[src/sv/satq_pkg.sv]
// ----------------------------------------------------------------------------
// satq_pkg
// Shared types and constants of the sorted alarm timer queue.
// ----------------------------------------------------------------------------
package satq_pkg;

    localparam int MAX_RESULTS = 16;
    localparam int NDUE_W      = 5;
    localparam int FIELD_W     = 16;

    localparam logic CMD_TICK = 1'b0;
    localparam logic CMD_ADD  = 1'b1;

    localparam logic KIND_FIRED  = 1'b0;
    localparam logic KIND_REJECT = 1'b1;

    typedef struct packed {
        logic we;
        logic re;
    } t_mem_ctl;

endpackage

[src/sv/satq_mem.sv]
// ----------------------------------------------------------------------------
// satq_mem
// Entry RAM: one write port, one read port, registered read data.
// ----------------------------------------------------------------------------
module satq_mem #(
    parameter int DEPTH = 16,
    parameter int EW    = 64
) (
    input  logic                     i_clk,
    input  satq_pkg::t_mem_ctl       i_ctl,
    input  logic [$clog2(DEPTH)-1:0] i_waddr,
    input  logic [$clog2(DEPTH)-1:0] i_raddr,
    input  logic [EW-1:0]            i_wdata,
    output logic [EW-1:0]            o_rdata
);

    logic [EW-1:0] r_ram [DEPTH];
    logic [EW-1:0] r_rdata;

    always_ff @(posedge i_clk) begin
        if (i_ctl.we) begin
            r_ram[i_waddr] <= i_wdata;
        end
        if (i_ctl.re) begin
            r_rdata <= r_ram[i_raddr];
        end
    end

    assign o_rdata = r_rdata;

endmodule

[src/sv/satq_ctrl.sv]
// ----------------------------------------------------------------------------
// satq_ctrl
// Sequencer: insertion shift from the tail, due-alarm pops from the head.
// ----------------------------------------------------------------------------
module satq_ctrl #(
    parameter int DEPTH = 16,
    parameter int TW    = 32
) (
    input  logic                          i_clk,
    input  logic                          i_rst_n,
    input  logic                          i_s_tvalid,
    output logic                          o_s_tready,
    input  logic [31:0]                   i_s_tdata,
    input  logic                          i_s_tuser,
    output logic                          o_m_tvalid,
    input  logic                          i_m_tready,
    output logic [31:0]                   o_m_tdata,
    output logic                          o_m_tuser,
    output logic                          o_m_tlast,
    output satq_pkg::t_mem_ctl            o_mem_ctl,
    output logic [$clog2(DEPTH)-1:0]      o_waddr,
    output logic [$clog2(DEPTH)-1:0]      o_raddr,
    output logic [TW+31:0]                o_wdata,
    input  logic [TW+31:0]                i_rdata
);

    localparam int AW = $clog2(DEPTH);
    localparam int CW = $clog2(DEPTH + 1);
    localparam int EW = TW + 32;

    typedef enum logic [2:0] {
        S_IDLE, S_A_RD, S_A_CHK, S_T_RD, S_T_CHK, S_T_LAST
    } t_state;

    t_state                     r_state;
    logic [TW-1:0]              r_time;
    logic [CW-1:0]              r_count;
    logic [AW-1:0]              r_head;
    logic [CW-1:0]              r_pos;
    logic [EW-1:0]              r_new;
    logic [satq_pkg::NDUE_W-1:0] r_ndue;
    logic                       r_pend;
    logic [31:0]                r_pend_data;
    logic                       r_ov;
    logic [31:0]                r_odata;
    logic                       r_okind;
    logic                       r_olast;

    logic          w_free;
    logic          w_le;
    logic          w_due;
    logic          w_load;
    logic [TW:0]   n_sum;
    logic [TW-1:0] n_deadline;

    function automatic logic [AW-1:0] f_phys(input logic [AW-1:0] base,
                                             input logic [CW-1:0] off);
        logic [CW:0] sum;
        sum = {{(CW + 1 - AW){1'b0}}, base} + {1'b0, off};
        if (sum >= (CW + 1)'(DEPTH)) begin
            sum = sum - (CW + 1)'(DEPTH);
        end
        return sum[AW-1:0];
    endfunction

    assign w_free     = !r_ov || i_m_tready;
    assign o_s_tready = (r_state == S_IDLE) && w_free;
    assign w_le       = i_rdata[EW-1:32] <= r_new[EW-1:32];
    assign w_due      = i_rdata[EW-1:32] <= r_time;

    // load the output register: reject, non-final pop, final pop
    assign w_load = ((r_state == S_IDLE) && i_s_tvalid && o_s_tready &&
                     (i_s_tuser == satq_pkg::CMD_ADD) && (r_count == CW'(DEPTH))) ||
                    ((r_state == S_T_CHK) && w_due && r_pend && w_free) ||
                    ((r_state == S_T_LAST) && w_free);

    always_comb begin
        n_sum      = {1'b0, r_time} + (TW + 1)'(i_s_tdata[15:0]);
        n_deadline = n_sum[TW] ? '1 : n_sum[TW-1:0];
    end

    always_comb begin
        o_mem_ctl = '0;
        o_waddr   = f_phys(r_head, r_pos);
        o_raddr   = r_head;
        o_wdata   = r_new;
        case (r_state)
            S_A_RD: begin
                if (r_pos == '0) begin
                    o_mem_ctl.we = 1'b1;
                end else begin
                    o_mem_ctl.re = 1'b1;
                    o_raddr      = f_phys(r_head, r_pos - CW'(1));
                end
            end
            S_A_CHK: begin
                o_mem_ctl.we = 1'b1;
                o_wdata      = w_le ? r_new : i_rdata;
            end
            S_T_RD: begin
                o_mem_ctl.re = (r_count != '0) &&
                               (r_ndue != satq_pkg::NDUE_W'(satq_pkg::MAX_RESULTS));
            end
            default: begin
                o_mem_ctl = '0;
            end
        endcase
    end

    always_ff @(posedge i_clk) begin
        if (!i_rst_n) begin
            r_state <= S_IDLE;
            r_time  <= '0;
            r_count <= '0;
            r_head  <= '0;
            r_pend  <= 1'b0;
            r_ov    <= 1'b0;
        end else begin
            if (w_load) begin
                r_ov <= 1'b1;
            end else if (i_m_tready) begin
                r_ov <= 1'b0;
            end
            case (r_state)
                S_IDLE: begin
                    if (i_s_tvalid && o_s_tready) begin
                        if (i_s_tuser == satq_pkg::CMD_ADD) begin
                            if (r_count == CW'(DEPTH)) begin
                                r_okind <= satq_pkg::KIND_REJECT;
                                r_odata <= i_s_tdata;
                                r_olast <= 1'b1;
                            end else begin
                                r_new   <= {n_deadline, i_s_tdata[15:0], i_s_tdata[31:16]};
                                r_pos   <= r_count;
                                r_state <= S_A_RD;
                            end
                        end else begin
                            if (r_time != '1) begin
                                r_time <= r_time + TW'(1);
                            end
                            r_ndue  <= '0;
                            r_state <= S_T_RD;
                        end
                    end
                end
                S_A_RD: begin
                    if (r_pos == '0) begin
                        r_count <= r_count + CW'(1);
                        r_state <= S_IDLE;
                    end else begin
                        r_state <= S_A_CHK;
                    end
                end
                S_A_CHK: begin
                    if (w_le) begin
                        r_count <= r_count + CW'(1);
                        r_state <= S_IDLE;
                    end else begin
                        r_pos   <= r_pos - CW'(1);
                        r_state <= S_A_RD;
                    end
                end
                S_T_RD: begin
                    if (r_count == '0 ||
                        r_ndue == satq_pkg::NDUE_W'(satq_pkg::MAX_RESULTS)) begin
                        r_state <= r_pend ? S_T_LAST : S_IDLE;
                    end else begin
                        r_state <= S_T_CHK;
                    end
                end
                S_T_CHK: begin
                    if (w_due) begin
                        if (!r_pend || w_free) begin
                            if (r_pend) begin
                                r_okind <= satq_pkg::KIND_FIRED;
                                r_odata <= r_pend_data;
                                r_olast <= 1'b0;
                            end
                            // the delay sits above the handle in an entry
                            r_pend_data <= {i_rdata[15:0], i_rdata[31:16]};
                            r_pend      <= 1'b1;
                            r_head      <= f_phys(r_head, CW'(1));
                            r_count     <= r_count - CW'(1);
                            r_ndue      <= r_ndue + satq_pkg::NDUE_W'(1);
                            r_state     <= S_T_RD;
                        end
                    end else begin
                        r_state <= r_pend ? S_T_LAST : S_IDLE;
                    end
                end
                S_T_LAST: begin
                    if (w_free) begin
                        r_okind <= satq_pkg::KIND_FIRED;
                        r_odata <= r_pend_data;
                        r_olast <= 1'b1;
                        r_pend  <= 1'b0;
                        r_state <= S_IDLE;
                    end
                end
                default: begin
                    r_state <= S_IDLE;
                end
            endcase
        end
    end

    assign o_m_tvalid = r_ov;
    assign o_m_tdata  = r_odata;
    assign o_m_tuser  = r_okind;
    assign o_m_tlast  = r_olast;

endmodule

[src/sv/sorted_alarm_timer_queue_top.sv]
// ----------------------------------------------------------------------------
// sorted_alarm_timer_queue_top
// Deadline-sorted alarm queue held in a circular entry RAM.
//
// Channel  Dir  Beat fields
// s side   in   tuser: cmd; tdata: delay_seconds[15:0], message_handle[31:16]
// m side   out  tuser: kind; tdata: fired_seconds[15:0], fired_handle[31:16];
//               tlast: last
//
// An add shifts every stored alarm with a later deadline one place toward
// the tail and stops at the first stored alarm that is not later; each step
// is one read and one write of the entry RAM. A tick pops the due alarms
// from the head and stops at the first remaining alarm that is not due.
// Reset clears the time, the count and the head pointer; the RAM holds no
// reset state. A stalled m side holds the sequencer at its next result.
// ----------------------------------------------------------------------------
module sorted_alarm_timer_queue_top #(
    parameter int QUEUE_DEPTH = 16,
    parameter int TIME_WIDTH  = 32
) (
    input  logic        i_clk,
    input  logic        i_rst_n,
    input  logic        i_s_tvalid,
    output logic        o_s_tready,
    input  logic [31:0] i_s_tdata,   // delay_seconds[15:0], message_handle[31:16]
    input  logic        i_s_tuser,   // cmd[0]
    output logic        o_m_tvalid,
    input  logic        i_m_tready,
    output logic [31:0] o_m_tdata,   // fired_seconds[15:0], fired_handle[31:16]
    output logic        o_m_tuser,   // kind[0]
    output logic        o_m_tlast
);

    localparam int AW = $clog2(QUEUE_DEPTH);
    localparam int EW = TIME_WIDTH + 32;

    satq_pkg::t_mem_ctl w_mem_ctl;
    logic [AW-1:0]      w_waddr;
    logic [AW-1:0]      w_raddr;
    logic [EW-1:0]      w_wdata;
    logic [EW-1:0]      w_rdata;

    // sequence inserts and pops against the entry RAM
    satq_ctrl #(
        .DEPTH (QUEUE_DEPTH),
        .TW    (TIME_WIDTH)
    ) u_ctrl (
        .i_clk      (i_clk),
        .i_rst_n    (i_rst_n),
        .i_s_tvalid (i_s_tvalid),
        .o_s_tready (o_s_tready),
        .i_s_tdata  (i_s_tdata),
        .i_s_tuser  (i_s_tuser),
        .o_m_tvalid (o_m_tvalid),
        .i_m_tready (i_m_tready),
        .o_m_tdata  (o_m_tdata),
        .o_m_tuser  (o_m_tuser),
        .o_m_tlast  (o_m_tlast),
        .o_mem_ctl  (w_mem_ctl),
        .o_waddr    (w_waddr),
        .o_raddr    (w_raddr),
        .o_wdata    (w_wdata),
        .i_rdata    (w_rdata)
    );

    // entries: deadline, delay, handle from the top bits down
    satq_mem #(
        .DEPTH (QUEUE_DEPTH),
        .EW    (EW)
    ) u_mem (
        .i_clk   (i_clk),
        .i_ctl   (w_mem_ctl),
        .i_waddr (w_waddr),
        .i_raddr (w_raddr),
        .i_wdata (w_wdata),
        .o_rdata (w_rdata)
    );

endmodule

[config.mk]
export PLATFORM = sky130hd
export DESIGN_NAME = sorted_alarm_timer_queue_top
export DESIGN_NICKNAME = d
export VERILOG_FILES = /design/src/sv/satq_pkg.sv /design/src/sv/satq_mem.sv /design/src/sv/satq_ctrl.sv /design/src/sv/sorted_alarm_timer_queue_top.sv
export SDC_FILE = /design/constraint.sdc
export NUM_CORES = 2
export LEC_CHECK = 0
export ABC_AREA = 1
export BUFFER_PORTS_ARGS = -buffer_cell sky130_fd_sc_hd__buf_2
export CAP_MARGIN = 10
export CORE_MARGIN = 1
export CORE_UTILIZATION = 50
export CTS_CLUSTER_DIAMETER = 100
export DETAILED_ROUTE_END_ITERATION = 8
export GPL_TIMING_DRIVEN = 0
export PLACE_DENSITY = 0.76
export SYNTH_ARGS = -nofsm -noshare
export SYNTH_HDL_FRONTEND = slang
export SYNTH_SLANG_ARGS = --single-unit
[constraint.sdc]
create_clock -name i_clk -period 30.3 [get_ports i_clk]
set_clock_uncertainty 0.15 [all_clocks]
set_input_delay 7.575 -clock i_clk [delete_from_list [all_inputs] [get_ports i_clk]]
set_output_delay 7.575 -clock i_clk [all_outputs]
set_load 0.05 [all_outputs]
# Word-level counts from Yosys, hierarchy flattened

Memories as Yosys holds them, arrays and structs flattened. A register that Yosys moved wholly into a read port is not among the register bits.
Cells that the tools add are included.

Input port bits: 37
RAM bits: 1024
Bits in registers: 186
Memories kept: 1
Output and inout port bits: 36

Memory list:

| name        | depth | width | read ports | clocked after Yosys merged registers in | wr ports | RTL line       | RTL |
|---|---|---|---|---|---|---|---|
| u_mem.r_ram | 16    | 64    | 1          | 1                                       | 1        | satq_mem.sv:17 | `logic [EW-1:0] r_ram [DEPTH];` |

Eq/ne operators: 23
Reduce and logical (&&, ||, !) cells: 38
$lt $le $gt $ge: 5
Mux-type cells: 62
Bitwise logic cells: 2
Add/subtract/negate cells: 12

Operators by type and width:

| operator                                                               | count |
|---|---|
| 32-bit two-way mux                                                     | 7 |
| 64-bit two-way mux                                                     | 2 |
| 32-bit case mux with 3 select lines                                    | 1 |
| 32-bit <= comparator                                                   | 2 |
| 5-bit two-way mux                                                      | 12 |
| 32-bit by 16-bit adder with 33-bit output                              | 1 |
| 32-bit by 1-bit adder with 32-bit output (second input constant)       | 1 |
| 32-bit != test (second input constant)                                 | 1 |
| 3-bit two-way mux                                                      | 8 |
| 4-bit two-way mux                                                      | 5 |
| 5-bit case mux with 2 select lines                                     | 2 |
| 3-bit case mux with 6 select lines                                     | 1 |
| 1-bit two-way mux                                                      | 17 |
| 4-bit AND reduction                                                    | 4 |
| 5-bit case mux with 3 select lines                                     | 1 |
| 2-bit != test (second input constant)                                  | 7 |
| 4-bit by 5-bit adder with 6-bit output                                 | 2 |
| 6-bit by 5-bit >= comparator with 1-bit output (second input constant) | 2 |
| 6-bit AND reduction                                                    | 2 |
| 4-bit by 1-bit subtractor with 4-bit output (second input constant)    | 3 |
| 1-bit logical AND                                                      | 11 |
| 5-bit by 1-bit adder with 5-bit output (second input constant)         | 2 |
| 5-bit == test (second input constant)                                  | 2 |
| 5-bit logical NOT                                                      | 2 |
| 22 further kinds                                                       | 44 |

# Longest topological paths before layout

Depth after elaboration: 9
Mapped depth: 19
Gate-level depth less buffers: 19

# By module

From an unflattened synthesis, not the netlist that was laid out.

Cell total of the unflattened synthesis: 5598
Area, all modules: 57457.6 sq um

Modules (own cells, without submodules):

| module    | area an instance (sq um) | cells an instance | instances |
|---|---|---|---|
| satq_mem  | 45926.5                  | 4210              | 1 |
| satq_ctrl | 11531.1                  | 1388              | 1 |

# Worst setup path after synthesis

OpenSTA, ideal clock, no wires.

Kind: input to output
From: in i_m_tready
To: out o_s_tready
Arrival: 8077 ps
Setup slack: 14498 ps
Stages: 2
Cell sequence: nor2_1 nor2_2

Cells in the longest elaborated chain, start to end: 2

Ends and longest elaborated chain:

| element           | RTL line                           | RTL |
|---|---|---|
| from (decl)       | sorted_alarm_timer_queue_top.sv:28 | `input logic i_m_tready,` |
| 1-bit logical OR  | satq_ctrl.sv:66                    | `assign w_free = !r_ov \|\| i_m_tready;` |
| 1-bit logical AND | satq_ctrl.sv:67                    | `assign o_s_tready = (r_state == S_IDLE) && w_free;` |
| to (decl)         | sorted_alarm_timer_queue_top.sv:24 | `output logic o_s_tready,` |

Every way passes these cells.

# Worst setup path in the final report

Ends and elaborated chain as after synthesis.

==> results.md <==
- Average wire per cell in the routed design: 27.4 um
- Via count: 38.0k
- Die height: 327 um
- Number of warnings printed during yosys synthesis: 0
- Worst EP required: 22.58 ns
- Synth Area in Adders: 2.38%
- Power density relative to cell area: 79.5 nW/um^2
- Total Nets Final: 4619
- CTS tree: yes
- Clock sink count: 1274
- Lkg Pwr: 20.4 nW
- Total routing usage reported by global routing: 30.3%
- Num CTS Buffers: 130
- Deepest clock path buffer count: 3
- Fraction of final layout cells with drive strength greater than 1: 10.8%
- Final routed DRC violation total: 0
- DRT antenna net count: 0
- Cells after Synth: 4198
- Post-cts sizing count: 0
- HPWL after detailed placement: 107 mm
- Least setup slack across all paths after layout: 14.32 ns
- Area share of xor/xnor cells in the synthesized design: 0.613%
- Number of unique standard cell types used by synthesis: 50
- Insertion delay of the later-clocked pin in the worst-skew pair: 0.74 ns
- Placed Cells: 5730
- Startpoint kind of the worst setup timing path: input pin
- Placer congestion estimate: 0.915
- Floorplan Core Area: 104000 sq um
- Number of vias per cell after detailed routing: 6.37
- Via count of the first global-routing pass: 37.0k
- Worst hold-check slack: 0.297 ns
- Final critical-path share of the clock period: 52.7%
- I/O pin total: 73
- Cell area after layout: 60500 sq um
- Status: finished, final reports clean
- X dimension of the die: 327 um
- Hold Violations, Final: 0
- Flop and latch count out of synthesis: 1274
- Maximum number of pins on one net before global-route repair: 29
- Crit Path Category: in2out
- Final standard cell count with taps included and fillers excluded: 5964
- Max-capacitance violation count: 0
- Post-synthesis area per instance: 12.6 sq um
- Commonest non-fill, non-tap cells in the layout: edfxtp_1, nor2_1, nand2_1, o21ai_0, o221ai_1
- Final critical-path required period: 15.98 ns
- Peak clock frequency supported by timing: 0.0626 GHz
- Most frequent standard cell in the layout excluding fill and tap cells: edfxtp_1
- Worst-case vdd ir drop: 68.7 uV
- Number of setup buffers added after CTS: 0
- Final setup violation count: 0
- Area of the mapped netlist: 52900 sq um
- Sequential area share after synthesis: 71.5%
- Clock-pin transition on the worst setup and hold timing paths: 0.06 ns
- Largest family of logic cells by synthesized area: compound AO/OA/AOI/OAI gates
- Actual slew at the worst max-slew pin: 1.31 ns
- Sum Neg Setup Slack: 0 ns
- Maximum fanout along the worst path: 3
- Post-placement worst setup slack: 14.29 ns
- Leftover overflow at the end of global routing: 0
- Area share of and/or/nand/nor cells after synthesis: 10.3%
- Length of the first detailed-routing pass in iterations: 6
- Total die area: 107000 sq um
- Drt total wl: 163 mm
- Unrepaired setup endpoints after global routing: false
- Endpoint arrival time on the critical path: 8.25 ns
- Clock root cell: clkbuf_16
- Initial antenna violation count: 6
- Cell Rows: 118
- Count of H-tree levels built during CTS: 4
- Synthesized Nets: 4333
- Relative slew slack: 12.7%
- Hold WC Path Type: reg2reg
- Compound-Gate Fraction of Synth Area: 11.9%
- Port-buffer cells: 71
- Starting utilization of the core area: 50.7%
- Count of hold-fix buffers inserted at cts: 0
- Wire length of the first global-routing pass: 237 mm
- Sort of element at the end of the critical path: output pin
- Placed instance area: 56400 sq um
- Initial DRC count: 6355
- Layout overhead on the synthesized area: 14.5%
- Fin. max-slew vios: 0
- Fraction of synthesized area in multiplexers: 0%
-- worst paths after layout --
kind,startpoint,endpoint,slack [ns],cells past startpoint
worst min register to register,u_mem.o_rdata[11],u_ctrl.r_pend_data[27],0.30,0
worst min-delay path,u_mem.o_rdata[11],u_ctrl.r_pend_data[27],0.30,0
worst max-delay path,i_m_tready,o_s_tready,14.32,4
worst max register to register,u_mem.o_rdata[63],u_mem.r_ram[1][17],25.09,11
-- through the flow --
stage / util, % / power (mW)
floorplan: - / 2.78
global placement: 52.7 / 3.16
detailed placement: 54.1 / 3.21
CTS: 58.0 / 4.76
global route: 58.1 / 4.94
finish: 58.1 / 4.81
-- registers in the layout (all words and copies together), names as in the netlist --
name	count
u_ctrl.r_time	32
u_ctrl.r_pend_data	32
u_ctrl.r_state	3
u_ctrl.r_pend	1
u_ctrl.r_ndue	5
u_ctrl.o_m_tdata	32
u_ctrl.r_new	64
u_ctrl.r_head	4
u_ctrl.r_pos	5
u_ctrl.o_m_tlast	1
u_ctrl.o_m_tuser	1
u_mem.r_ram	1024
u_ctrl.o_m_tvalid	1
u_mem.o_rdata	64
u_ctrl.r_count	5
-- critical path, stage by stage --
cell	delay, ns
buf_2	0.08
nor2_1	0.07
nor2_2	0.22
buf_2	0.31
-- cell families (layout without fill, tap and decap cells) --
| logic type | Yosys count | in the layout |
|---|---|---|
| compound gates | 1039 | 1039 |
| xor+xnor | 37 | 37 |
| fa+ha+maj | 98 | 98 |
| buf+inv | 409 | 794 |
| flops | 1274 | 1274 |
| other cells | 0 | 1 |
| simple gates | 1341 | 1341 |
-- area by class of cell --
cell class | count | area (sq um)
Buffer | 242 | 1080
Clock inverter | 59 | 588
Fill cell | 7885 | 43700
Antenna cell | 1 | 2.50
Sequential cell | 1274 | 37800
Clock buffer | 172 | 3540
Inverter | 167 | 629
Timing Repair Buffer | 154 | 1660
Multi-Input combinational cell | 2515 | 13500
Tap cell | 1380 | 1730
-- metal layers --
layer	share of wire [%]	vias up	GRT usage [%]
li1	-	16100	-
met3	15	547	8.69
met5	0.032	-	0
met1	35	18300	39.0
met2	45	3120	46.6
met4	5.6	8	16.0
-- report_power, final --
part,switching [mW],total [mW],internal [mW]
logic,0.776,1.04,0.260
registers,0.0579,2.20,2.14
clock network,0.676,1.58,0.903
-- synth_stat cells, drive strengths merged --
master	count	share of area [%]
edfxtp	1228	70
o21ai	607	5.8
nor2	555	4.0
nand2	530	3.8
o221ai	192	3.2
nand3	189	1.8
inv	166	1.2
clkbuf	127	0.90
buf	115	1.1
ha	94	2.2
a21oi	91	0.86
o21bai	65	0.92
o211ai	64	0.91
dfxtp	46	1.7
xor2	27	0.45
nor3	26	0.29
nand4	20	0.24
xnor2	10	0.17
nor4	8	0.095
or2	8	0.095
a21o	6	0.085
o21a	5	0.071
fa	4	0.15
a31oi	3	0.036
and3	2	0.024
nor3b	2	0.028
a2111oi	1	0.017
a311oi	1	0.017
clkinv	1	0.0071
nand3b	1	0.021
o22ai	1	0.012
o311ai	1	0.017
o31ai	1	0.014
o32ai	1	0.017
(Power assumes the default switching activity.)
